## src/hdl/brs_pkg.sv

```systemverilog
// Shared constants, codes and the queued command type of the bilinear raster sampler.
`timescale 1ns / 1ps

package brs_pkg;

    // Default sizes for the top level parameters
    localparam int MAX_WIDTH_DEF  = 256;
    localparam int MAX_HEIGHT_DEF = 256;
    localparam int FRAC_BITS_DEF  = 8;

    // Fixed field widths
    localparam int POS_W     = 17;     // signed fixed-point position
    localparam int PIX_W     = 16;     // raw and normalized pixel
    localparam int DIM_W     = 9;      // raster width / height registers
    localparam int COORD_W   = DIM_W;  // clamped pixel coordinate, below any dimension
    localparam int FRAC_MAX  = 16;     // room for the largest fraction field
    localparam int STAT_W    = 2;
    localparam int CFG_IDX_W = 2;

    // Depth of the command queue between front and back end
    localparam int QUEUE_DEPTH = 2;

    // Result status codes
    localparam logic [STAT_W-1:0] STAT_OK        = 2'd0;
    localparam logic [STAT_W-1:0] STAT_OOB       = 2'd1;
    localparam logic [STAT_W-1:0] STAT_TOO_LARGE = 2'd2;
    localparam logic [STAT_W-1:0] STAT_EMPTY     = 2'd3;

    // Configuration register indexes
    localparam logic [CFG_IDX_W-1:0] REG_WIDTH  = 2'd0;
    localparam logic [CFG_IDX_W-1:0] REG_HEIGHT = 2'd1;
    localparam logic [CFG_IDX_W-1:0] REG_FORMAT = 2'd2;

    // Pixel format
    localparam logic FMT_GREY8  = 1'b0;
    localparam logic FMT_GREY16 = 1'b1;

    // Command kinds passed from front to back end
    localparam logic [1:0] OP_WRITE  = 2'd0;
    localparam logic [1:0] OP_SAMPLE = 2'd1;
    localparam logic [1:0] OP_REPLY  = 2'd2;  // status-only answer

    typedef struct packed {
        logic [1:0]          kind;
        logic [STAT_W-1:0]   status;
        logic [COORD_W-1:0]  x0;
        logic [COORD_W-1:0]  x1;
        logic [COORD_W-1:0]  y0;
        logic [COORD_W-1:0]  y1;
        logic [FRAC_MAX-1:0] fx;
        logic [FRAC_MAX-1:0] fy;
        logic [PIX_W-1:0]    wval;
    } op_t;

endpackage

```

## src/hdl/brs_queue.sv

```systemverilog
// Short FIFO of classified ops between front and back end.
`timescale 1ns / 1ps

module brs_queue (
    input  logic         clk,
    input  logic         rst_n,
    input  logic         push,
    input  brs_pkg::op_t push_op,
    input  logic         pop,
    output brs_pkg::op_t head,
    output logic         empty,
    output logic         full
);

    localparam int DEPTH = brs_pkg::QUEUE_DEPTH;
    localparam int PW    = (DEPTH > 1) ? $clog2(DEPTH) : 1;
    localparam int CNT_W = $clog2(DEPTH + 1);

    brs_pkg::op_t     slot_reg [DEPTH];
    logic [PW-1:0]    wr_ptr_reg;
    logic [PW-1:0]    wr_ptr_next;
    logic [PW-1:0]    rd_ptr_reg;
    logic [PW-1:0]    rd_ptr_next;
    logic [CNT_W-1:0] count_reg;
    logic [CNT_W-1:0] count_next;

    assign empty = (count_reg == '0);
    assign full  = (count_reg == CNT_W'(DEPTH));
    assign head  = slot_reg[rd_ptr_reg];

    // Pointer and fill count update
    always_comb
    begin
        wr_ptr_next = wr_ptr_reg;
        rd_ptr_next = rd_ptr_reg;
        count_next  = count_reg;
        if (push)
        begin
            wr_ptr_next = (wr_ptr_reg == PW'(DEPTH - 1)) ? '0 : wr_ptr_reg + PW'(1);
        end
        if (pop)
        begin
            rd_ptr_next = (rd_ptr_reg == PW'(DEPTH - 1)) ? '0 : rd_ptr_reg + PW'(1);
        end
        if (push && !pop)
        begin
            count_next = count_reg + CNT_W'(1);
        end
        else if (pop && !push)
        begin
            count_next = count_reg - CNT_W'(1);
        end
    end

    always_ff @(posedge clk or negedge rst_n)
    begin
        if (!rst_n)
        begin
            wr_ptr_reg <= '0;
            rd_ptr_reg <= '0;
            count_reg  <= '0;
        end
        else
        begin
            wr_ptr_reg <= wr_ptr_next;
            rd_ptr_reg <= rd_ptr_next;
            count_reg  <= count_next;
        end
    end

    always_ff @(posedge clk)
    begin
        if (push)
        begin
            slot_reg[wr_ptr_reg] <= push_op;
        end
    end

`ifndef SYNTHESIS
    a_no_overflow: assert property (@(posedge clk) disable iff (!rst_n)
        push |-> (!full || pop))
        else $error("queue pushed while full");

    a_no_underflow: assert property (@(posedge clk) disable iff (!rst_n)
        pop |-> !empty)
        else $error("queue popped while empty");
`endif

endmodule

```

## config.mk

```make
export PLATFORM = sky130hd
export DESIGN_NAME = brs_queue
export DESIGN_NICKNAME = d
export VERILOG_FILES = /design/src/hdl/brs_pkg.sv /design/src/hdl/brs_queue.sv
export SDC_FILE = /design/constraint.sdc
export NUM_CORES = 1
export LEC_CHECK = 0
export BUFFER_PORTS_ARGS = -buffer_cell sky130_fd_sc_hd__buf_2
export CAP_MARGIN = 20
export CORE_MARGIN = 2
export CORE_UTILIZATION = 58
export CTS_BUF_LIST = sky130_fd_sc_hd__clkbuf_8
export CTS_CLUSTER_DIAMETER = 200
export DETAILED_ROUTE_END_ITERATION = 10
export PLACE_DENSITY = 0.87
export SYNTH_ARGS = -nofsm -noshare
export SYNTH_HDL_FRONTEND = slang
export SYNTH_SLANG_ARGS = --single-unit
```

## constraint.sdc

```tcl
create_clock -name clk -period 7.95 [get_ports clk]
set_input_delay 2.385 -clock clk [delete_from_list [all_inputs] [get_ports clk]]
set_output_delay 2.385 -clock clk [all_outputs]
set_load 0.1 [all_outputs]
```

==> impl_metrics.env, run 1 <==
export IMPL_coreArea_sq_um=10900
export IMPL_combinational_family_with_the_most_area_after_synthesis="multiplexers"
export IMPL_final_cell_area_sq_um=8000
export IMPL_fin_crit_sh_pct=62.9
export IMPL_drt_drc_violations_left=0
export IMPL_die_w_um=110
export IMPL_synth_compound_gate_area_share_pct=0
export IMPL_setup_tns_final_ns=0
export IMPL_placed_cell_area_sq_um=7640
export IMPL_sequential_cell_area_sq_um=5390
export IMPL_clock_tree_buffer_depth=2
export IMPL_cts_hold_repair_buffers=0
export IMPL_ys_seq_area_share_pct=82.0
export IMPL_crit_chain="buf_4, mux2_2, buf_2"
export IMPL_drt_wl_total_um=11000
export IMPL_clk_latency_ns=0.43
export IMPL_final_common_cell="sky130_fd_sc_hd__buf_2"
export IMPL_largest_register_ffs=176
export IMPL_synth_top_cell_area_share_pct=80.5
export IMPL_grt_start_max_net_pins=52
export IMPL_synth_fa_ha_area_share_pct=0.190
export IMPL_core_rowCount=38
export IMPL_run_status="complete, no violations"
export IMPL_gr_usage_met3_pct=6.20
export IMPL_ys_warn_count=0
export IMPL_register_bit_count_reported_by_yosys=180
export IMPL_top_level_ports=182
export IMPL_synthesized_netlist_net_count=383
export IMPL_min_period_ns=5.00
export IMPL_via_count_of_the_first_global_routing_pass=3356
export IMPL_post_synth_xor_area_fraction_pct=0.667
export IMPL_setup_worst_path_class="register to output pin"
export IMPL_globalRoute_totalOverflow=0
export IMPL_avgViaCountPerCell=5.11
export IMPL_clockRootBuffer="sky130_fd_sc_hd__clkbuf_8"
export IMPL_finalClockSkew_ns=0.00682
export IMPL_finalNetCount=577
export IMPL_cts_sinks=180
export IMPL_timing_critical_path_from_type="register"
export IMPL_multiInputGateArea_sq_um=1120
export IMPL_synthesis_area_sq_um=6570
export IMPL_crit_fanout=51
export IMPL_route_vias_total=3253
export IMPL_flow_area_growth_from_synthesis_pct=21.7
export IMPL_fin_ws_ns=2.95
export IMPL_path_delay_family="buffers and inverters"
export IMPL_drtPass1Iterations=4
export IMPL_hold_violations=0
export IMPL_yosys_area_share_simple_pct=0.400
export IMPL_postCtsSetupRepairBufs=0
export IMPL_die_area_sq_um=12200
export IMPL_worst_tran_pin_value_ns=0.694
export IMPL_detailed_place_hpwl_um=7360
export IMPL_worst_path_largest_cell_delay_ns=0.76
export IMPL_pre_cts_slack_ns=3.39
export IMPL_clk_pin_slew_worst_paths_ns=0.09
export IMPL_cts_tree="built"
export IMPL_detailedRoute_firstIterationViolations=111
export IMPL_synthesis_instances=290
export IMPL_synth_area_per_cell_sq_um=22.7
export IMPL_grt_most_used_layer="met2"
export IMPL_filler_cell_count=667
export IMPL_place_port_buffers=181
export IMPL_critical_path_slowest_cell="sky130_fd_sc_hd__dfrtp_4"
export IMPL_ant_nets=0
export IMPL_antenna_cells=0
export IMPL_layout_common_cells="sky130_fd_sc_hd__buf_2, sky130_fd_sc_hd__edfxtp_1, sky130_fd_sc_hd__mux2_2"
export IMPL_routabilityCongestion=0.731
export IMPL_slew_viol_final=0
export IMPL_use_met2_pct=30.3
export IMPL_die_height_um=110
export IMPL_worst_endpoint_required_ns=5.57
export IMPL_initial_core_util_pct=60.1
export IMPL_number_of_antenna_violations_at_the_first_check_in_global_routing=0
export IMPL_post_cts_resized_instances=0
export IMPL_synth_cell_type_count=13
export IMPL_ctsHtreeMaxLevel=4
export IMPL_cts_made_buffers=17
export IMPL_grtUsageMet1_pct=22.2
export IMPL_grt_setup_unrepaired="no"
export IMPL_multiplexer_share_of_the_synthesized_area_pct=15.7
export IMPL_peak_freq_mhz=200
export IMPL_timing_final_setup_violations=0
export IMPL_crit_arrival_ns=2.62
export IMPL_critical_path_endpoint_type="output pin"
export IMPL_timing_slew_headroom_pct=53.7
export IMPL_grt_first_pass_wirelength_um=16900
export IMPL_min_path_type="register to register"
export IMPL_max_cap_viol_count=0
export IMPL_cell_types_with_the_largest_area_share_after_synthesis="sky130_fd_sc_hd__edfxtp_1, sky130_fd_sc_hd__mux2_2, sky130_fd_sc_hd__mux2_4"
export IMPL_grt_use_total_pct=18.2
export IMPL_wire_per_inst_um=17.2
export IMPL_yosysTopAreaCell="sky130_fd_sc_hd__edfxtp_1"
export IMPL_final_layout_size_suffix_gt1_share_pct=61.6
export IMPL_critical_path_n_buffers_inverters=2
[cell type report]
type                       count  area share, %
inverter                       1         0.0469
multi-input combinational     99           14.0
sequential                   180           67.4
timing repair buffer         185           11.9
tap                          140           2.19
clock buffer                  20           3.44
clock inverter                12           1.05
[final timing paths]
check,startpoint,to,slack (ns),cells after the start
max,rd_ptr_reg,head[44],2.95,3
min,count_reg[1],count_reg[1],0.49,1
max reg2reg,wr_ptr_reg,slot_reg[1][45],5.92,2
min reg2reg,count_reg[1],count_reg[1],0.49,1
max in group asynchronous,rst_n,rd_ptr_reg,6.07,1
min in group asynchronous,rst_n,count_reg[0],1.74,1
[per-layer routing]
metal,part of all wire (%),vias up
li1,-,1531
met1,41,1567
met2,50,136
met3,7.0,19
met4,1.8,0
met5,0,-
[through the flow]
step	util, %	instances	hold WS (ns)
floorplan	-	290	0.455
global placement	69.7	604	0.471
detailed placement	69.8	605	0.476
CTS	73.1	637	0.493
global route	73.1	637	0.529
finish	73.1	637	0.491
[kinds of logic (layout without fill, tap and decap cells)]
kind of cell / Yosys count / count (layout)
flops: 180 / 180
mux: 88 / 88
buf+inv: 11 / 218
xor+xnor: 5 / 5
simple gates: 5 / 5
fa+ha+maj: 1 / 1
[cells in the mapped netlist, drive strengths merged]
| cell type | instances |
|---|---|
| xor2 | 4 |
| dfrtp | 4 |
| nor2b | 2 |
| ha | 1 |
| buf | 10 |
| edfxtp | 176 |
| and2 | 1 |
| xnor2 | 1 |
| mux2 | 88 |
| nor2 | 2 |
| inv | 1 |
[worst register-to-register path: cells and delay by family, from the launching register on]
family,cells,cell delay (ns)
buffers and inverters,1,0.67
flip-flops,1,0.44
AND/OR/NAND/NOR,1,0.53
Power of run 1 is left out: the tool's default activity adds up to more than one toggle a clock period on the data nets, which glitch-free logic cannot reach.
==> run 2: changes to the inputs <==
- ABC_AREA: not set -> 1
- CORE_UTILIZATION: 58 -> 54
- PLACE_DENSITY: 0.87 -> 0.82
- clock period: 7.95 -> 4.9 ns (I/O delays scaled with it)
==> run 2 against run 1 <==
- global-route usage about the same
- via count rose by 4.0%
- clock skew hardly changed
- die area increased by 7.5%
- setup slack lost 1.9 ns
- sequential cell count stayed put
- non-clock buffer count increased by 1
- cell count is 2.8% higher
- count of clock-buffer cells in the layout decreased by 3
- core utilization decreased by 5.3 points
- synthesized cell count increased by 3.1%
==> impl_metrics.env, run 2 <==
export IMPL_run_status="complete, no violations"
export IMPL_postCtsSetupRepairBufs=0
export IMPL_cell_types_with_the_largest_area_share_after_synthesis="sky130_fd_sc_hd__edfxtp_1, sky130_fd_sc_hd__mux2_2, sky130_fd_sc_hd__mux2_4"
export IMPL_core_rowCount=40
export IMPL_worst_path_largest_cell_delay_ns=0.82
export IMPL_globalRoute_totalOverflow=0
export IMPL_synth_top_cell_area_share_pct=80.2
export IMPL_cts_made_buffers=17
export IMPL_placed_cells_incl_taps=622
export IMPL_coreArea_sq_um=12000
export IMPL_route_vias_total=3382
export IMPL_worstHoldPathCells=2
export IMPL_hold_violations=0
export IMPL_via_count_of_the_first_global_routing_pass=3508
export IMPL_die_w_um=114
export IMPL_setup_worst_path_class="register to output pin"
export IMPL_drtPass1Iterations=4
export IMPL_reg2reg_slack_ns=2.97
export IMPL_initial_core_util_pct=55.1
export IMPL_final_layout_size_suffix_gt1_share_pct=60.9
export IMPL_largest_register_ffs=176
export IMPL_crit_arrival_ns=2.35
export IMPL_regToRegEndpoint="slot_reg[1][78]"
export IMPL_path_delay_family="flip-flops"
export IMPL_grt_first_pass_wirelength_um=17400
export IMPL_clock_tree_buffer_depth=2
export IMPL_yosysTopAreaCell="sky130_fd_sc_hd__edfxtp_1"
export IMPL_worst_tran_pin_value_ns=0.733
export IMPL_hold_end="count_reg[1]"
export IMPL_finalNetCount=587
export IMPL_asyncSetResetFlopFracSynth_pct=2.22
export IMPL_cts_hold_repair_buffers=0
export IMPL_crit_fanout=49
export IMPL_layout_common_cells="sky130_fd_sc_hd__buf_2, sky130_fd_sc_hd__edfxtp_1, sky130_fd_sc_hd__mux2_2"
export IMPL_register_bit_count_reported_by_yosys=180
export IMPL_reg2reg_from="wr_ptr_reg"
export IMPL_stdcell_count=655
export IMPL_crit_chain="buf_12, mux2_2, buf_2"
export IMPL_die_height_um=114
export IMPL_slew_viol_final=0
export IMPL_synthesized_netlist_net_count=392
export IMPL_ys_seq_area_share_pct=81.7
export IMPL_top_level_ports=182
export IMPL_setup_tns_final_ns=0
export IMPL_critical_path_slowest_cell="sky130_fd_sc_hd__dfrtp_4"
export IMPL_detailedRoute_firstIterationViolations=235
export IMPL_synthesis_instances=299
export IMPL_worst_hold_startpoint="count_reg[1]"
export IMPL_peak_freq_mhz=262
export IMPL_synthesis_area_sq_um=6590
export IMPL_min_period_ns=3.82
export IMPL_clockRootBuffer="sky130_fd_sc_hd__clkbuf_8"
export IMPL_detailed_place_hpwl_um=7650
export IMPL_grt_setup_unrepaired="no"
export IMPL_cts_sinks=180
export IMPL_critical_path_endpoint_type="output pin"
export IMPL_postSynth_topFlopCell="sky130_fd_sc_hd__edfxtp_1"
export IMPL_number_of_antenna_violations_at_the_first_check_in_global_routing=1
export IMPL_synth_enable_flop_cells=176
export IMPL_fin_ws_ns=1.08
export IMPL_flow_area_growth_from_synthesis_pct=23.1
export IMPL_post_cts_resized_instances=0
export IMPL_synth_area_per_cell_sq_um=22.0
export IMPL_timing_critical_path_from_type="register"
export IMPL_final_common_cell="sky130_fd_sc_hd__buf_2"
export IMPL_min_path_type="register to register"
export IMPL_avgViaCountPerCell=5.16
export IMPL_place_port_buffers=181
export IMPL_fin_crit_sh_pct=77.9
export IMPL_cts_tree="built"
export IMPL_wire_per_inst_um=17.8
export IMPL_synth_cell_type_count=14
export IMPL_worst_endpoint_required_ns=3.43
export IMPL_timing_slew_headroom_pct=51.1
export IMPL_drt_drc_violations_left=0
export IMPL_grt_start_max_net_pins=50
export IMPL_max_cap_viol_count=0
export IMPL_timing_final_setup_violations=0
export IMPL_worst_r2r_cell_count=3
export IMPL_clk_pin_slew_worst_paths_ns=0.08
export IMPL_finalClockSkew_ns=0.00673
export IMPL_synth_commonest_cells="sky130_fd_sc_hd__edfxtp_1, sky130_fd_sc_hd__mux2_2, sky130_fd_sc_hd__mux2_4"
export IMPL_routabilityCongestion=0.757
export IMPL_synth_most_common_cell="sky130_fd_sc_hd__edfxtp_1"
export IMPL_clk_latency_ns=0.45
export IMPL_drt_wl_total_um=11600
export IMPL_die_area_sq_um=13100
export IMPL_grt_use_total_pct=18.2
export IMPL_pre_cts_slack_ns=1.55
export IMPL_ctsHtreeMaxLevel=4
export IMPL_critical_path_n_buffers_inverters=2
export IMPL_ys_warn_count=0
export IMPL_ant_nets=0
[run 2: logic make-up after synthesis]
family / synth area share [%]
xor gates and xnor gates: 0.399
DFF: 81.7
buffers and inverters: 1.44
adders and majority gates: 0.190
and+or+nand+nor: 0.627
muxes: 15.6
[run 2: routing by layer]
| metal | track usage [%] | up-vias | routed length, um |
|---|---|---|---|
| met4 | 7.80 | 0 | 227 |
| met5 | 0 | - | 0 |
| met2 | 30.5 | 141 | 6020 |
| li1 | - | 1566 | - |
| met3 | 8.58 | 20 | 1020 |
| met1 | 20.0 | 1655 | 4370 |
[run 2: how the worst max path moves through the flow]
| stage | from | endpoint | slack (ns) | cells after the start |
|---|---|---|---|---|
| after floorplan | push | slot_reg[0][0] | 0.70 | 2 |
| after global placement | rd_ptr_reg | head[83] | 1.56 | 3 |
| after detailed placement | rd_ptr_reg | head[16] | 1.55 | 3 |
| after CTS | rd_ptr_reg | head[0] | 1.03 | 3 |
| after global routing | rd_ptr_reg | head[16] | 0.96 | 3 |
| final | rd_ptr_reg | head[16] | 1.08 | 3 |
[run 2: final cells by class]
type | instances | area [sq um]
antenna | 1 | 2.50
clock buffer | 17 | 234
clock inverter | 15 | 204
fill | 794 | 3850
inverter | 7 | 27.5
multi-input combinational | 102 | 1120
sequential | 180 | 5390
tap | 147 | 184
timing repair buffer | 186 | 956
[run 2: metrics by stage]
step	hold slack [ns]	cell area, sq um	utilization (%)
after floorplan	0.463	6590	-
after global placement	0.482	7670	64.1
after detailed placement	0.497	7670	64.1
after CTS	0.517	8110	67.8
after global routing	0.579	8110	67.8
final	0.519	8110	67.8
[run 2: worst min-delay path: cells and delay by family, from the launching register on]
family	cells	cell delay (ns)
DFF	1	0.38
and+or+nand+nor	2	0.11
Power of run 2 is left out for the same reason.
