### src/hdl/brs_pkg.sv
// Shared constants, codes and the queued command type of the bilinear raster sampler.
`timescale 1ns / 1ps

package brs_pkg;

    // Default sizes for the top level parameters
    localparam int MAX_WIDTH_DEF  = 256;
    localparam int MAX_HEIGHT_DEF = 256;
    localparam int FRAC_BITS_DEF  = 8;

    // Fixed field widths
    localparam int POS_W     = 17;     // signed fixed-point position
    localparam int PIX_W     = 16;     // raw and normalized pixel
    localparam int DIM_W     = 9;      // raster width / height registers
    localparam int COORD_W   = DIM_W;  // clamped pixel coordinate, below any dimension
    localparam int FRAC_MAX  = 16;     // room for the largest fraction field
    localparam int STAT_W    = 2;
    localparam int CFG_IDX_W = 2;

    // Depth of the command queue between front and back end
    localparam int QUEUE_DEPTH = 2;

    // Result status codes
    localparam logic [STAT_W-1:0] STAT_OK        = 2'd0;
    localparam logic [STAT_W-1:0] STAT_OOB       = 2'd1;
    localparam logic [STAT_W-1:0] STAT_TOO_LARGE = 2'd2;
    localparam logic [STAT_W-1:0] STAT_EMPTY     = 2'd3;

    // Configuration register indexes
    localparam logic [CFG_IDX_W-1:0] REG_WIDTH  = 2'd0;
    localparam logic [CFG_IDX_W-1:0] REG_HEIGHT = 2'd1;
    localparam logic [CFG_IDX_W-1:0] REG_FORMAT = 2'd2;

    // Pixel format
    localparam logic FMT_GREY8  = 1'b0;
    localparam logic FMT_GREY16 = 1'b1;

    // Command kinds passed from front to back end
    localparam logic [1:0] OP_WRITE  = 2'd0;
    localparam logic [1:0] OP_SAMPLE = 2'd1;
    localparam logic [1:0] OP_REPLY  = 2'd2;  // status-only answer

    typedef struct packed {
        logic [1:0]          kind;
        logic [STAT_W-1:0]   status;
        logic [COORD_W-1:0]  x0;
        logic [COORD_W-1:0]  x1;
        logic [COORD_W-1:0]  y0;
        logic [COORD_W-1:0]  y1;
        logic [FRAC_MAX-1:0] fx;
        logic [FRAC_MAX-1:0] fy;
        logic [PIX_W-1:0]    wval;
    } op_t;

endpackage

### src/hdl/brs_front.sv
// Front end: takes command beats, floors and clamps positions, classifies into queue ops.
`timescale 1ns / 1ps

module brs_front #(
    parameter int FRAC_BITS = brs_pkg::FRAC_BITS_DEF
) (
    input  logic                              clk,
    input  logic                              rst_n,
    input  logic                              start,
    output logic                              busy,
    input  logic                              func,
    input  logic signed [brs_pkg::POS_W-1:0]  x_pos,
    input  logic signed [brs_pkg::POS_W-1:0]  y_pos,
    input  logic [brs_pkg::PIX_W-1:0]         write_value,
    input  logic [brs_pkg::DIM_W-1:0]         raster_width,
    input  logic [brs_pkg::DIM_W-1:0]         raster_height,
    input  logic                              pixel_format,
    input  logic                              q_full,
    output logic                              push,
    output brs_pkg::op_t                      push_op
);

    // Compare width: position width plus one, room for the floored position and the 9-bit dimensions, all signed
    localparam int CW = brs_pkg::POS_W + 1;

    logic                             hold_valid_reg;
    logic                             hold_valid_next;
    logic                             func_reg;
    logic signed [brs_pkg::POS_W-1:0] x_reg;
    logic signed [brs_pkg::POS_W-1:0] y_reg;
    logic [brs_pkg::PIX_W-1:0]        wval_reg;
    logic                             accept;

    logic signed [CW-1:0] bx;
    logic signed [CW-1:0] by;
    logic signed [CW-1:0] bx1;
    logic signed [CW-1:0] by1;
    logic signed [CW-1:0] w_s;
    logic signed [CW-1:0] h_s;
    logic                 out_of_bounds;
    logic                 too_large;
    logic                 empty_raster;

    function automatic logic [brs_pkg::COORD_W-1:0] clamp_coord(
        input logic signed [CW-1:0] c,
        input logic signed [CW-1:0] dim
    );
        logic signed [CW-1:0] r;
        if (c < 0)
        begin
            r = '0;
        end
        else if (c >= dim)
        begin
            r = CW'(dim - 1);
        end
        else
        begin
            r = c;
        end
        return brs_pkg::COORD_W'(r);
    endfunction

    // Handshake: one holding stage, drained into the queue when it has room
    assign push   = hold_valid_reg && !q_full;
    assign busy   = hold_valid_reg && q_full;
    assign accept = start && !busy;

    always_comb
    begin
        hold_valid_next = hold_valid_reg;
        if (accept)
        begin
            hold_valid_next = 1'b1;
        end
        else if (push)
        begin
            hold_valid_next = 1'b0;
        end
    end

    always_ff @(posedge clk or negedge rst_n)
    begin
        if (!rst_n)
        begin
            hold_valid_reg <= 1'b0;
        end
        else
        begin
            hold_valid_reg <= hold_valid_next;
        end
    end

    always_ff @(posedge clk)
    begin
        if (accept)
        begin
            func_reg <= func;
            x_reg    <= x_pos;
            y_reg    <= y_pos;
            wval_reg <= write_value;
        end
    end

    // Floor of the position and its right/lower neighbor
    always_comb
    begin
        bx  = CW'(x_reg >>> FRAC_BITS);
        by  = CW'(y_reg >>> FRAC_BITS);
        bx1 = bx + CW'(1);
        by1 = by + CW'(1);
        w_s = $signed(CW'(raster_width));
        h_s = $signed(CW'(raster_height));
    end

    // Classification
    assign out_of_bounds = (bx < 0) || (by < 0) || (bx >= w_s) || (by >= h_s);
    assign too_large     = (pixel_format == brs_pkg::FMT_GREY8) &&
                           (wval_reg[brs_pkg::PIX_W-1:8] != '0);
    assign empty_raster  = (raster_width == '0) || (raster_height == '0);

    always_comb
    begin
        push_op.x0   = clamp_coord(bx, w_s);
        push_op.x1   = clamp_coord(bx1, w_s);
        push_op.y0   = clamp_coord(by, h_s);
        push_op.y1   = clamp_coord(by1, h_s);
        push_op.fx   = brs_pkg::FRAC_MAX'(x_reg[FRAC_BITS-1:0]);
        push_op.fy   = brs_pkg::FRAC_MAX'(y_reg[FRAC_BITS-1:0]);
        push_op.wval = wval_reg;
        if (!func_reg)
        begin
            // bounds check comes before the value check
            if (out_of_bounds)
            begin
                push_op.kind   = brs_pkg::OP_REPLY;
                push_op.status = brs_pkg::STAT_OOB;
            end
            else if (too_large)
            begin
                push_op.kind   = brs_pkg::OP_REPLY;
                push_op.status = brs_pkg::STAT_TOO_LARGE;
            end
            else
            begin
                push_op.kind   = brs_pkg::OP_WRITE;
                push_op.status = brs_pkg::STAT_OK;
            end
        end
        else if (empty_raster)
        begin
            push_op.kind   = brs_pkg::OP_REPLY;
            push_op.status = brs_pkg::STAT_EMPTY;
        end
        else
        begin
            push_op.kind   = brs_pkg::OP_SAMPLE;
            push_op.status = brs_pkg::STAT_OK;
        end
    end

endmodule

### config.mk
export PLATFORM = sky130hd
export DESIGN_NAME = brs_front
export DESIGN_NICKNAME = d
export VERILOG_FILES = /design/src/hdl/brs_pkg.sv /design/src/hdl/brs_front.sv
export SDC_FILE = /design/constraint.sdc
export NUM_CORES = 1
export LEC_CHECK = 0
export BUFFER_PORTS_ARGS = -buffer_cell sky130_fd_sc_hd__buf_2
export CAP_MARGIN = 20
export CORE_ASPECT_RATIO = 2
export CORE_MARGIN = 2
export CORE_UTILIZATION = 44
export DETAILED_ROUTE_END_ITERATION = 10
export GPL_TIMING_DRIVEN = 1
export PLACE_DENSITY = 0.78
export RECOVER_POWER = 100
export REMOVE_ABC_BUFFERS = 1
export SLEW_MARGIN = 20
export SYNTH_ARGS = -nofsm -noshare
export SYNTH_HDL_FRONTEND = slang
export SYNTH_SLANG_ARGS = --single-unit
### constraint.sdc
create_clock -name clk -period 3.4 [get_ports clk]
set_clock_uncertainty 0.2 [all_clocks]
set_input_delay 1.02 -clock clk [delete_from_list [all_inputs] [get_ports clk]]
set_output_delay 1.02 -clock clk [all_outputs]
set_load 0.03 [all_outputs]
==> results by group, run 1 <==
Worst setup path
  – Crit Path Max Fanout: 6
  – R2R setup slack: 0.62 ns
  – CP Data Required Time: 2.18 ns
  – CP endpoint: push_op[66]
  – Crit path arrival time: around 3.3 ns
  – CP Capture Type: primary output
  – Cells on worst reg2reg path: 3
  – Critical path origin: x_reg[10]
  – CP Class: reg2out
  – Reg-to-reg endpoint: wval_reg[10]
  – CP startpoint kind: flip-flop
  – Worst r2r src: hold_valid_reg

Floorplanning
  – Die W: between 70 and 80 µm
  – Rows: 48
  – I/O pin total: 164
  – Die height: 137 µm
  – Initial Utilization: 45.0%
  – Core Area: 0.00859 mm²
  – Die ar.: ~0.0096 mm²

Routing
  – Routed Antenna Nets: 0
  – 1st-pass router iterations: 5
  – Met1 wire length: 5.63 mm
  – Met2 routed WL: a little over 10 mm
  – DR vias: roughly 4.7k
  – Vias/cell: 6.21
  – Routed WL: 19.9 mm
  – Routed wire per std cell: 26.3 µm
  – First DRT Iteration DRCs: 291
  – Metal3 WL: 1.69 mm
  – Top routing layer in use: met4
  – Remaining DRCs: 0

STA
  – Fmax: 0.223 GHz
  – Clock period minus worst slack: approximately 4.5 ns
  – RSZ-0062 raised after global routing: true
  – Slew HR: -18.4%
  – Final Hold Viols: 0
  – Slew Limit Fails: 21
  – Period utilisation layout: 132%
  – Setup WS post-layout: -1.09 ns
  – Setup violations, final: 40
  – Tightest Pin Transition: between 1.5 and 2 ns

CTS
  – # clock sinks: 52
  – Num CTS Buffers: 5
  – Clock-pin slew on the worst setup and hold paths: ~0.07 ns
  – Root Buffer: clkbuf_16
  – CTS tree: done
  – Worst-Skew Late Latency: a little under 0.3 ns
  – Clock Path Buffers: 2
  – H-Tree Depth: 2
  – Post-CTS Hold Fix Bufs: 0

Placement
  – Area of placed instances: between 0.005 and 0.006 mm²
  – Setup WS pre-CTS: -0.870 ns
  – GPL Wtd Cong: 0.972
  – DP HPWL: 10.3 mm
  – Buffers on Ports: 147

Yosys
  – Netlist cell types: 51
  – Mapped Cells: roughly 380
  – Avg Cell Area, Syn: 10.1 µm²
  – Post-synth EDFFs: 51
  – Synth Register Bits: 52
  – Ys flop type: edfxtp_1
  – YS warnings: 0
  – Ys async rst share: 1.92%
  – Mapped cell area: approximately 0.0039 mm²
  – Register area share after synthesis: between 40% and 50%

Power
  – Switching Share: 35.9%
  – Combinational share of power: between 40% and 50%
  – Worst vdd rail ir drop: 0.473 mV
  – Flop pwr share: approximately a third
  – P_sw: roughly 0.87 mW
  – P per Cell Area: 340 mW/mm²
  – Clock power frac: 23.4%
  – LEAKAGE: 3.00 nW
  – Internal: 1.55 mW

Layout
  – Layout cell share with drive strength beyond 1: 63.3%
  – Area growth from synthesis to layout: 84.4%
  – Design Area, Final: 0.00712 mm²
  – Nets@finish: between 700 and 800

Min path
  – Hold Path Class: in2async

Global routing
  – Gr usage total: 30.0%
  – Global-route wire length before repair: 22.1 mm
  – Gr ovfl total: 0
  – Largest net degree at the start of global routing: 32
  – Initial antenna violation count: 2
  – Vias in the first global route: 4536

Flow run
  – Max_cap viols: 1

Run status
  – Failing checks: max-capacitance violations, max-slew violations, negative setup slack
  – Status: finished with violations
==> how the worst min path moves through the flow <==
stage | endpoint | start | slack, ns
6_report | hold_valid_reg | rst_n | 0.29
5_1_grt | hold_valid_reg | rst_n | 0.28
4_1_cts | hold_valid_reg | rst_n | 0.29
3_5_place_dp | hold_valid_reg | hold_valid_reg | 0.49
3_3_place_gp | hold_valid_reg | hold_valid_reg | 0.46
2_1_floorplan | hold_valid_reg | rst_n | 0.52
==> through the flow <==
stage | hold WS [ns] | utilization (%) | setup TNS, ns | std cells | total power, mW
after floorplan | 0.524 | - | -68.80 | 353 | 1.17
after global placement | 0.462 | 60.6 | -25.06 | 692 | 1.44
after detailed placement | 0.490 | 60.6 | -26.93 | 692 | 1.46
after CTS | 0.287 | 75.6 | -18.25 | 732 | 2.21
after global routing | 0.279 | 82.9 | -29.76 | 757 | 2.48
final | 0.288 | 83.0 | -28.50 | 758 | 2.42
==> kinds of logic (layout without fill, tap and decap cells) <==
kind of cell,count (synthesis),after routing,share of synthesized area (%)
DFF,52,52,40.3
buffers and inverters,64,324,9.36
xor gates and xnor gates,26,26,5.89
adders and majority gates,38,38,12.3
and+or+nand+nor,114,114,16.2
AOI/OAI and AO/OA,80,80,14.3
muxes,6,6,1.59
other,1,18,0.0971
==> cell usage after synthesis (4+ instances only) <==
cell type | count | share of area (%)
nand4_1 | 5 | 0.81
xor2_1 | 9 | 2.0
a21oi_1 | 24 | 3.1
nand2b_1 | 14 | 2.3
nand2_1 | 15 | 1.5
inv_1 | 21 | 2.0
o21ai_0 | 4 | 0.52
a311oi_1 | 6 | 1.4
xnor2_1 | 17 | 3.9
nor4_1 | 4 | 0.65
nor2b_1 | 4 | 0.65
nor3_1 | 36 | 4.7
a21o_1 | 6 | 1.2
a211oi_1 | 13 | 2.5
nand3_1 | 11 | 1.4
buf_4 | 32 | 6.2
ha_1 | 38 | 12
mux2i_1 | 5 | 1.3
nor2_1 | 10 | 0.97
edfxtp_1 | 51 | 40
o21a_1 | 5 | 0.97
clkbuf_1 | 10 | 0.97
==> critical path, cell delays in order (launching register included) <==
cell	delay, ns
edfxtp_1	0.40
nand3_2	0.20
nor3_4	0.35
xor2_1	0.15
ha_1	0.24
or3_4	0.39
a221oi_4	0.42
o21ai_2	0.17
buf_6	0.19
a311oi_2	0.24
buf_4	0.21
==> area by class of cell <==
cell class | instances | area (µm²)
Timing Repair Buffer | 295 | 2140
Fill cell | 432 | 1460
Multi-Input combinational cell | 280 | 3040
Tap cell | 100 | 125
Sequential cell | 52 | 1560
Clock buffer | 6 | 129
Clock inverter | 2 | 38.8
Antenna cell | 2 | 5.00
Inverter | 21 | 98.8
==> cells in the final DEF (no fill, tap or decap), types with 6 or more instances in the layout <==
cell,n
edfxtp_1,51
buf_6,47
a21oi_2,15
ha_4,16
buf_2,66
inv_1,12
xnor2_1,11
clkbuf_1,35
a21oi_4,7
nor3_2,21
buf_4,143
a211oi_2,9
ha_1,20
nor3_1,12
nand2b_1,12
a311oi_2,6
conb_1,16
nand2_1,11
==> power by group through the flow <==
stage	clock, mW	sequential (mW)	combinational [mW]
2_1_floorplan	0	0.830	0.337
3_3_place_gp	0	0.773	0.669
3_5_place_dp	0	0.775	0.689
4_1_cts	0.568	0.764	0.873
5_1_grt	0.596	0.771	1.12
6_report	0.566	0.768	1.09
==> routing by layer <==
layer	up-vias	track usage, %
met3	176	2.80
met4	0	23.0
met2	373	59.3
met1	2237	26.8
li1	1924	-
met5	-	0
==> repair_timing <==
action	in CTS	in global routing
buffers inserted	31	26
endpoints found under the hold margin	0	0
gates resized for setup	196	99
gates cloned	1	0
setup endpoints to repair	40	40
pin swaps	81	52
Power figures use the tool's default switching activity.
==> run 2, diff against run 1 <==
CORE_ASPECT_RATIO = 1.1   (was 2)
==> results by group, run 2 (synthesized netlist as in run 1, its figures left out) <==
Worst setup path
  – Crit Path Max Fanout: 6 (unchanged)
  – CP Class: reg2out
  – CP bufs+invs: 2 (unchanged)
  – Critical-path cell list: ha_2 -> buf_4 -> xor2_2 -> ha_1 -> a21o_1 -> a31oi_2 -> o21a_2 -> nor3_2 -> nor3_2 -> buf_4
  – Slowest cell on crit path: edfxtp_1
  – Worst path max stage delay: 0.43 ns (about the same)
  – CP Data Required Time: 2.18 ns (about the same)
  – Delay-heaviest family, CP: compound AO/OA/AOI/OAI gates
  – Crit path arrival time: 3.02 ns (-0.25 ns)
  – CP startpoint kind: flip-flop
  – CP Capture Type: primary output

Placement
  – Buffers on Ports: 147 (unchanged)
  – Cells after DPL: 715 (+3.3%)
  – GPL Wtd Cong: 1.01 (+3.7%)
  – Setup WS pre-CTS: -0.687 ns (+0.182 ns)
  – DP HPWL: 9.13 mm (-11%)

Layout
  – Most frequent cells in the layout: buf_4 (146), buf_2 (67), buf_6 (52)
  – Area growth from synthesis to layout: 92.2%
  – Most common cell after layout, fill and taps aside: buf_4
  – Post-Layout Cell Count: 780 (+2.9%)
  – Antenna diode count: 0 (-2)
  – Filler Cell Count: 359 (-17%)
  – Nets@finish: 780 (+1.7%)
  – Layout cell share with drive strength beyond 1: 66.7% (+3.4 points)

STA
  – Final Hold Viols: 0 (unchanged)
  – Slew Limit Fails: 0 (-100%)
  – Setup WS post-layout: -0.840 ns (+0.252 ns)
  – Slew HR: 7.95% (+26 points)
  – Clock period minus worst slack: 4.24 ns (-0.252 ns)
  – Tightest Pin Transition: 1.38 ns (-0.391 ns)
  – Fmax: 0.236 GHz (+5.9%)
  – RSZ-0062 raised after global routing: true
  – Setup violations, final: 40 (unchanged)
  – Period utilisation layout: 125% (-7.4 points)

Floorplanning
  – Initial Utilization: 45.7% (+0.73 points)
  – I/O pin total: 164 (unchanged)
  – Die W: 93.3 µm (+33%)
  – Rows: 35 (-27%)
  – Core Area: 0.00845 mm² (-1.6%)
  – Die ar.: 0.00955 mm² (-0.46%)
  – Die height: 102 µm (-25%)

CTS
  – CTS tree: done
  – Clock Path Buffers: 2 (unchanged)
  – Post-CTS Hold Fix Bufs: 0 (unchanged)
  – Num CTS Buffers: 5 (unchanged)
  – Worst-Skew Late Latency: 0.29 ns (about the same)
  – Root Buffer: clkbuf_8
  – H-Tree Depth: 2 (unchanged)
  – Clock-pin slew on the worst setup and hold paths: 0.09 ns (+0.02 ns)
  – # clock sinks: 52 (unchanged)

Routing
  – 1st-pass router iterations: 6 (+1)
  – Routed Antenna Nets: 0 (unchanged)
  – Remaining DRCs: 0 (unchanged)
  – Routed wire per std cell: 24.0 µm (-8.5%)
  – First DRT Iteration DRCs: 467 (+60%)
  – Vias/cell: 6.08 (-2.1%)
  – DR vias: 4744 (+0.72%)
  – Routed WL: 18.7 mm (-5.9%)

Min path
  – Hold Path Class: in2async

Global routing
  – Gr usage total: 30.0% (-0.078 points)
  – Initial antenna violation count: 0 (-2)
  – Gr ovfl total: 0 (unchanged)
  – Vias in the first global route: 4515 (-0.46%)
  – Largest net degree at the start of global routing: 28 (-13%)
  – Global-route wire length before repair: 22.2 mm (+0.66%)

Run status
  – Failing checks: negative setup slack
  – Status: finished with violations

Flow run
  – Max_cap viols: 0 (-1)

Power
  – P per Cell Area: 309 mW/mm² (-8.9%)
  – Worst vdd rail ir drop: 0.478 mV (+0.93%)
  – LEAKAGE: 3.10 nW (+3.2%)
==> run 2: cell count changes in the layout (fill, tap and decap cells not counted), sizes merged <==
cell and delta:
buf +10, clkinv +2, diode -2, clkbuf +1, inv -1, nand2b +1
==> run 2: power by group <==
group	total (mW)	switching (mW)	internal [mW]
Clock	0.399	0.185	0.214
Sequential	0.769	0.0214	0.748
Combinational	1.13	0.646	0.483
==> run 2: final timing paths <==
kind,cells past startpoint,end,start,slack (ns)
max,10,push_op[70],x_reg[8],-0.84
min,1,hold_valid_reg,rst_n,0.28
max reg2reg,3,y_reg[0],hold_valid_reg,1.05
min reg2reg,2,hold_valid_reg,hold_valid_reg,0.58
max in group asynchronous,1,hold_valid_reg,rst_n,2.64
min in group clk,2,hold_valid_reg,hold_valid_reg,0.58
==> run 2: cell type report <==
| class | count | area, µm² | share of cell area (%) |
|---|---|---|---|
| clock buffers | 5 | 68.8 | 0.927 |
| clock inverters | 3 | 37.5 | 0.506 |
| inverters | 21 | 98.8 | 1.33 |
| multi-input cells | 281 | 3280 | 44.1 |
| flip-flops and latches | 52 | 1560 | 21.0 |
| well taps | 111 | 139 | 1.87 |
| repair buffers | 307 | 2250 | 30.3 |
==> run 2: per-layer routing <==
metal | wire length, µm | global-route usage [%]
met1 | 6520 | 33.1
met2 | 9050 | 55.1
met3 | 1930 | 6.64
met4 | 1250 | 13.6
met5 | 0 | 0
==> run 2: stage by stage <==
stage,power (mW),hold slack (ns),setup TNS [ns],instance area (µm²),util (%)
4_1_cts,2.05,0.272,-18.79,6590,78.0
6_report,2.30,0.280,-24.99,7420,87.8
3_5_place_dp,1.46,0.497,-22.98,5310,62.9
3_3_place_gp,1.45,0.481,-21.35,5310,62.9
2_1_floorplan,1.17,0.524,-68.80,3640,-
5_1_grt,2.36,0.274,-27.03,7420,87.8
==> run 2: repair_timing <==
action / 4_1_cts / 5_1_grt
setup buffers: 33 / 26
hold endpoints to repair: 0 / 0
pin swaps: 80 / 76
setup endpoints to repair: 40 / 40
gates cloned: 2 / 0
resized for setup: 216 / 120
==> run 3, diff against run 2 <==
BUFFER_PORTS_ARGS = not set   (was -buffer_cell sky130_fd_sc_hd__buf_2)
CORE_UTILIZATION = 58   (was 44)
DONT_BUFFER_PORTS = 1   (was not set)
PLACE_DENSITY = 0.76   (was 0.78)
REMOVE_ABC_BUFFERS = not set   (was 1)
SETUP_SLACK_MARGIN = 0.02   (was not set)
==> results by group, run 3 <==
Placement
  – DP HPWL: 10.8 mm (+18%)
  – Buffers on Ports: 0 (-100%)
  – GPL Wtd Cong: 0.894 (-11%)

CTS
  – Setup bufs post-CTS: 29 (-12%)
  – H-Tree Depth: 2 (unchanged)
  – Root Buffer: clkbuf_8
  – Num CTS Buffers: 5 (unchanged)
  – # clock sinks: 52 (unchanged)
  – Post-CTS Hold Fix Bufs: 0 (unchanged)
  – Resized Gates After CTS: 157 (-27%)
  – Clock Path Buffers: 2 (unchanged)

Floorplanning
  – Initial Utilization: 59.3% (+14 points)
  – I/O pin total: 164 (unchanged)
  – Rows: 31 (-11%)
  – Die height: 89.6 µm (-12%)
  – Die W: 81.8 µm (-12%)

Yosys
  – Ys flop type: edfxtp_1
  – Compound-Gate Fraction of Synth Area: 14.3% (unchanged)
  – Combinational family with the most area after synthesis: simple AND/OR/NAND/NOR gates
  – Post-synthesis simple-gate area fraction: 16.2% (unchanged)
  – Synth top area cells: edfxtp_1 (40%), ha_1 (12%), buf_4 (6.2%)
  – Netlist cell types: 51 (unchanged)
  – Post-synth EDFFs: 51 (unchanged)
  – Area share of fa/ha/maj cells after synthesis: 12.3% (unchanged)
  – Ys async rst share: 1.92% (unchanged)
  – Mapped Cells: 381 (unchanged)
  – Largest area contributor in the netlist: edfxtp_1
  – Post-synthesis mux area share: 1.59% (unchanged)
  – List of most frequent post-synthesis cells: edfxtp_1 (51), ha_1 (38), nor3_1 (36)
  – Register area share after synthesis: 40.3% (unchanged)
  – Post-Synth XOR/XNOR Area: 5.89% (unchanged)
  – Area fraction of the dominant cell type after synthesis: 39.6% (unchanged)
  – Synth Register Bits: 52 (unchanged)
  – Mapped cell area: 0.00386 mm² (unchanged)
  – Avg Cell Area, Syn: 10.1 µm² (unchanged)
  – Count leader, synth: edfxtp_1
  – YS warnings: 0 (unchanged)

Run status
  – Failing step: clock tree synthesis
  – First Err: [ERROR DPL-0038] Utilization greater than 100%, impossible to legalize
  – Status: did not finish
==> run 3: cell counts after synthesis <==
No cell type changed its count.
==> run 3: cell families after synthesis <==
group | count (synthesis)
compound gates | 80
flops | 52
simple gates | 114
buf+inv | 64
mux | 6
other cells | 1
fa+ha+maj | 38
xor+xnor | 26
==> run 3: per-stage QoR <==
| step | std cells | setup slack (ns) | area (µm²) |
|---|---|---|---|
| after floorplan | 396 | -0.669 | 4810 |
| after global placement | 567 | -0.595 | 5820 |
| after detailed placement | 567 | -0.643 | 5820 |
==> run 4, diff against run 3 <==
CORE_ASPECT_RATIO = not set   (was 1.1)
CORE_UTILIZATION = 40   (was 58)
PLACE_DENSITY = not set   (was 0.76)
PLACE_DENSITY_LB_ADDON = 0.15   (was not set)
SETUP_SLACK_MARGIN = not set   (was 0.02)
clock period = 4.4 ns   (was 3.4 ns; I/O delays follow)
==> results by group, run 4 (synthesized netlist as in run 1, its figures left out) <==
Floorplanning
  – Die height: 102 µm (+14%)
  – Rows: 35 (+13%)
  – Die ar.: 0.0105 mm²
  – Die W: 102 µm (+25%)
  – I/O pin total: 164 (unchanged)
  – Core Area: 0.00933 mm²
  – Initial Utilization: 41.4% (-18 points)

Layout
  – Antenna diode count: 0
  – Nets@finish: 583
  – Most frequent cells in the layout: buf_4 (85), edfxtp_1 (51), ha_1 (25)
  – Post-Layout Cell Count: between 600 and 700
  – Utilization after layout: 61.3%
  – Filler Cell Count: 738
  – Area growth from synthesis to layout: 47.9%
  – Most common cell after layout, fill and taps aside: buf_4
  – Layout cell share with drive strength beyond 1: 50.4%

STA
  – TNS Setup: -0.365 ns
  – WHS: 0.517 ns
  – Tightest Pin Transition: about 0.94 ns
  – Setup WS post-layout: -0.0634 ns
  – Period utilisation layout: 101%
  – Clock period minus worst slack: roughly 4.5 ns
  – Final Hold Viols: 0
  – RSZ-0062 raised after global routing: true
  – Fmax: around 0.22 GHz
  – Setup violations, final: 14
  – Slew Limit Fails: 0
  – Slew HR: 37.2%

Worst setup path
  – Crit Path Max Fanout: 4
  – CP Capture Type: primary output
  – CP bufs+invs: 4
  – CP Data Required Time: 2.88 ns
  – Worst path max stage delay: 0.38 ns
  – CP startpoint kind: input port
  – Critical-path cell list: inv_1 -> ha_4 -> o211ai_1 -> a211o_1 -> buf_6 -> buf_8 -> nor3_4 -> nor3_2 -> buf_4
  – CP Class: in2out
  – Delay-heaviest family, CP: buffers and inverters
  – Slowest cell on crit path: a211o_1
  – Crit path arrival time: 2.94 ns

Routing
  – DR vias: roughly 3.3k
  – Vias/cell: between 5 and 6
  – 1st-pass router iterations: 4
  – Remaining DRCs: 0
  – Routed WL: 11.2 mm
  – Routed Antenna Nets: 0
  – Routed wire per std cell: ~19 µm
  – First DRT Iteration DRCs: 110

Power
  – LEAKAGE: approximately 2.2 nW
  – Worst vdd rail ir drop: between 0.3 and 0.4 mV
  – Combinational share of power: about two fifths
  – Internal: approximately 0.96 mW
  – Clock power frac: 16.9%
  – Switching Share: 35.9%
  – Flop pwr share: 42.1%
  – P per Cell Area: 261 mW/mm²
  – P_sw: 0.536 mW

CTS
  – H-Tree Depth: 2 (unchanged)
  – Num CTS Buffers: 5 (unchanged)
  – Post-CTS Hold Fix Bufs: 0 (unchanged)
  – Root Buffer: clkbuf_8
  – Worst-Skew Late Latency: 0.29 ns
  – Clock-pin slew on the worst setup and hold paths: approximately 0.08 ns
  – Clock Path Buffers: 2 (unchanged)
  – # clock sinks: 52 (unchanged)
  – CTS tree: done

Global routing
  – Vias in the first global route: 3292
  – Largest net degree at the start of global routing: approximately 40
  – Global-route wire length before repair: 16.5 mm
  – Gr ovfl total: 0
  – Initial antenna violation count: 0
  – Gr usage total: 20.4%

Run status
  – Failing checks: negative setup slack
  – Status: finished with violations

Min path
  – Hold Path Class: in2async

Placement
  – Cells after DPL: 569 (+0.35%)
  – DP HPWL: 8.57 mm (-21%)
  – Setup WS pre-CTS: -0.141 ns (+0.503 ns)
  – GPL Wtd Cong: 0.899 (+0.58%)
  – Buffers on Ports: 0 (unchanged)

Flow run
  – Max_cap viols: 0
## run 4: power by group through the flow
| stage | clock, mW | sequential [mW] | combinational (mW) |
|---|---|---|---|
| 2_1_floorplan | 0 | 0.620 | 0.362 |
| 3_3_place_gp | 0 | 0.642 | 0.479 |
| 3_5_place_dp | 0 | 0.641 | 0.485 |
| 4_1_cts | 0.263 | 0.630 | 0.557 |
| 5_1_grt | 0.282 | 0.632 | 0.653 |
| 6_report | 0.253 | 0.628 | 0.612 |
## run 4: timing repair
| action | CTS | global route |
|---|---|---|
| gates resized for setup | 72 | 55 |
| setup buffers | 15 | 9 |
| setup endpoints to repair | 36 | 34 |
| pin swaps | 28 | 32 |
| cloned | 1 | 0 |
## run 4: layer usage
| metal | part of all wire [%] | track usage, % |
|---|---|---|
| met5 | 0 | 0 |
| met3 | 7.5 | 4.86 |
| met2 | 50 | 34.8 |
| met1 | 40 | 25.5 |
| met4 | 2.5 | 6.77 |
## run 4: path summary, 6_finish.rpt
| check | startpoint | end | slack [ns] | cells past startpoint |
|---|---|---|---|---|
| hold reg to reg | hold_valid_reg | hold_valid_reg | 0.82 | 2 |
| setup reg to reg | hold_valid_reg | x_reg[11] | 1.46 | 3 |
| max in group asynchronous | rst_n | hold_valid_reg | 3.42 | 0 |
| setup / recovery | raster_height[7] | push_op[62] | -0.06 | 9 |
| min in group clk | hold_valid_reg | hold_valid_reg | 0.82 | 2 |
| hold / removal | rst_n | hold_valid_reg | 0.52 | 0 |
## run 4: layout make-up
| type | count | area, µm² | share of cell area (%) |
|---|---|---|---|
| well taps | 129 | 161 | 2.82 |
| inverters | 21 | 100 | 1.75 |
| flip-flops and latches | 52 | 1560 | 27.2 |
| multi-input cells | 280 | 2840 | 49.6 |
| clock inverters | 2 | 16.3 | 0.285 |
| clock buffers | 6 | 72.6 | 1.27 |
| repair buffers | 111 | 971 | 17.0 |
## run 4: metrics by stage
stage,total power [mW],instance area (µm²)
finish,1.49,5710
global route,1.57,5710
CTS,1.45,5400
detailed placement,1.13,4860
global placement,1.12,4860
floorplan,0.982,4260
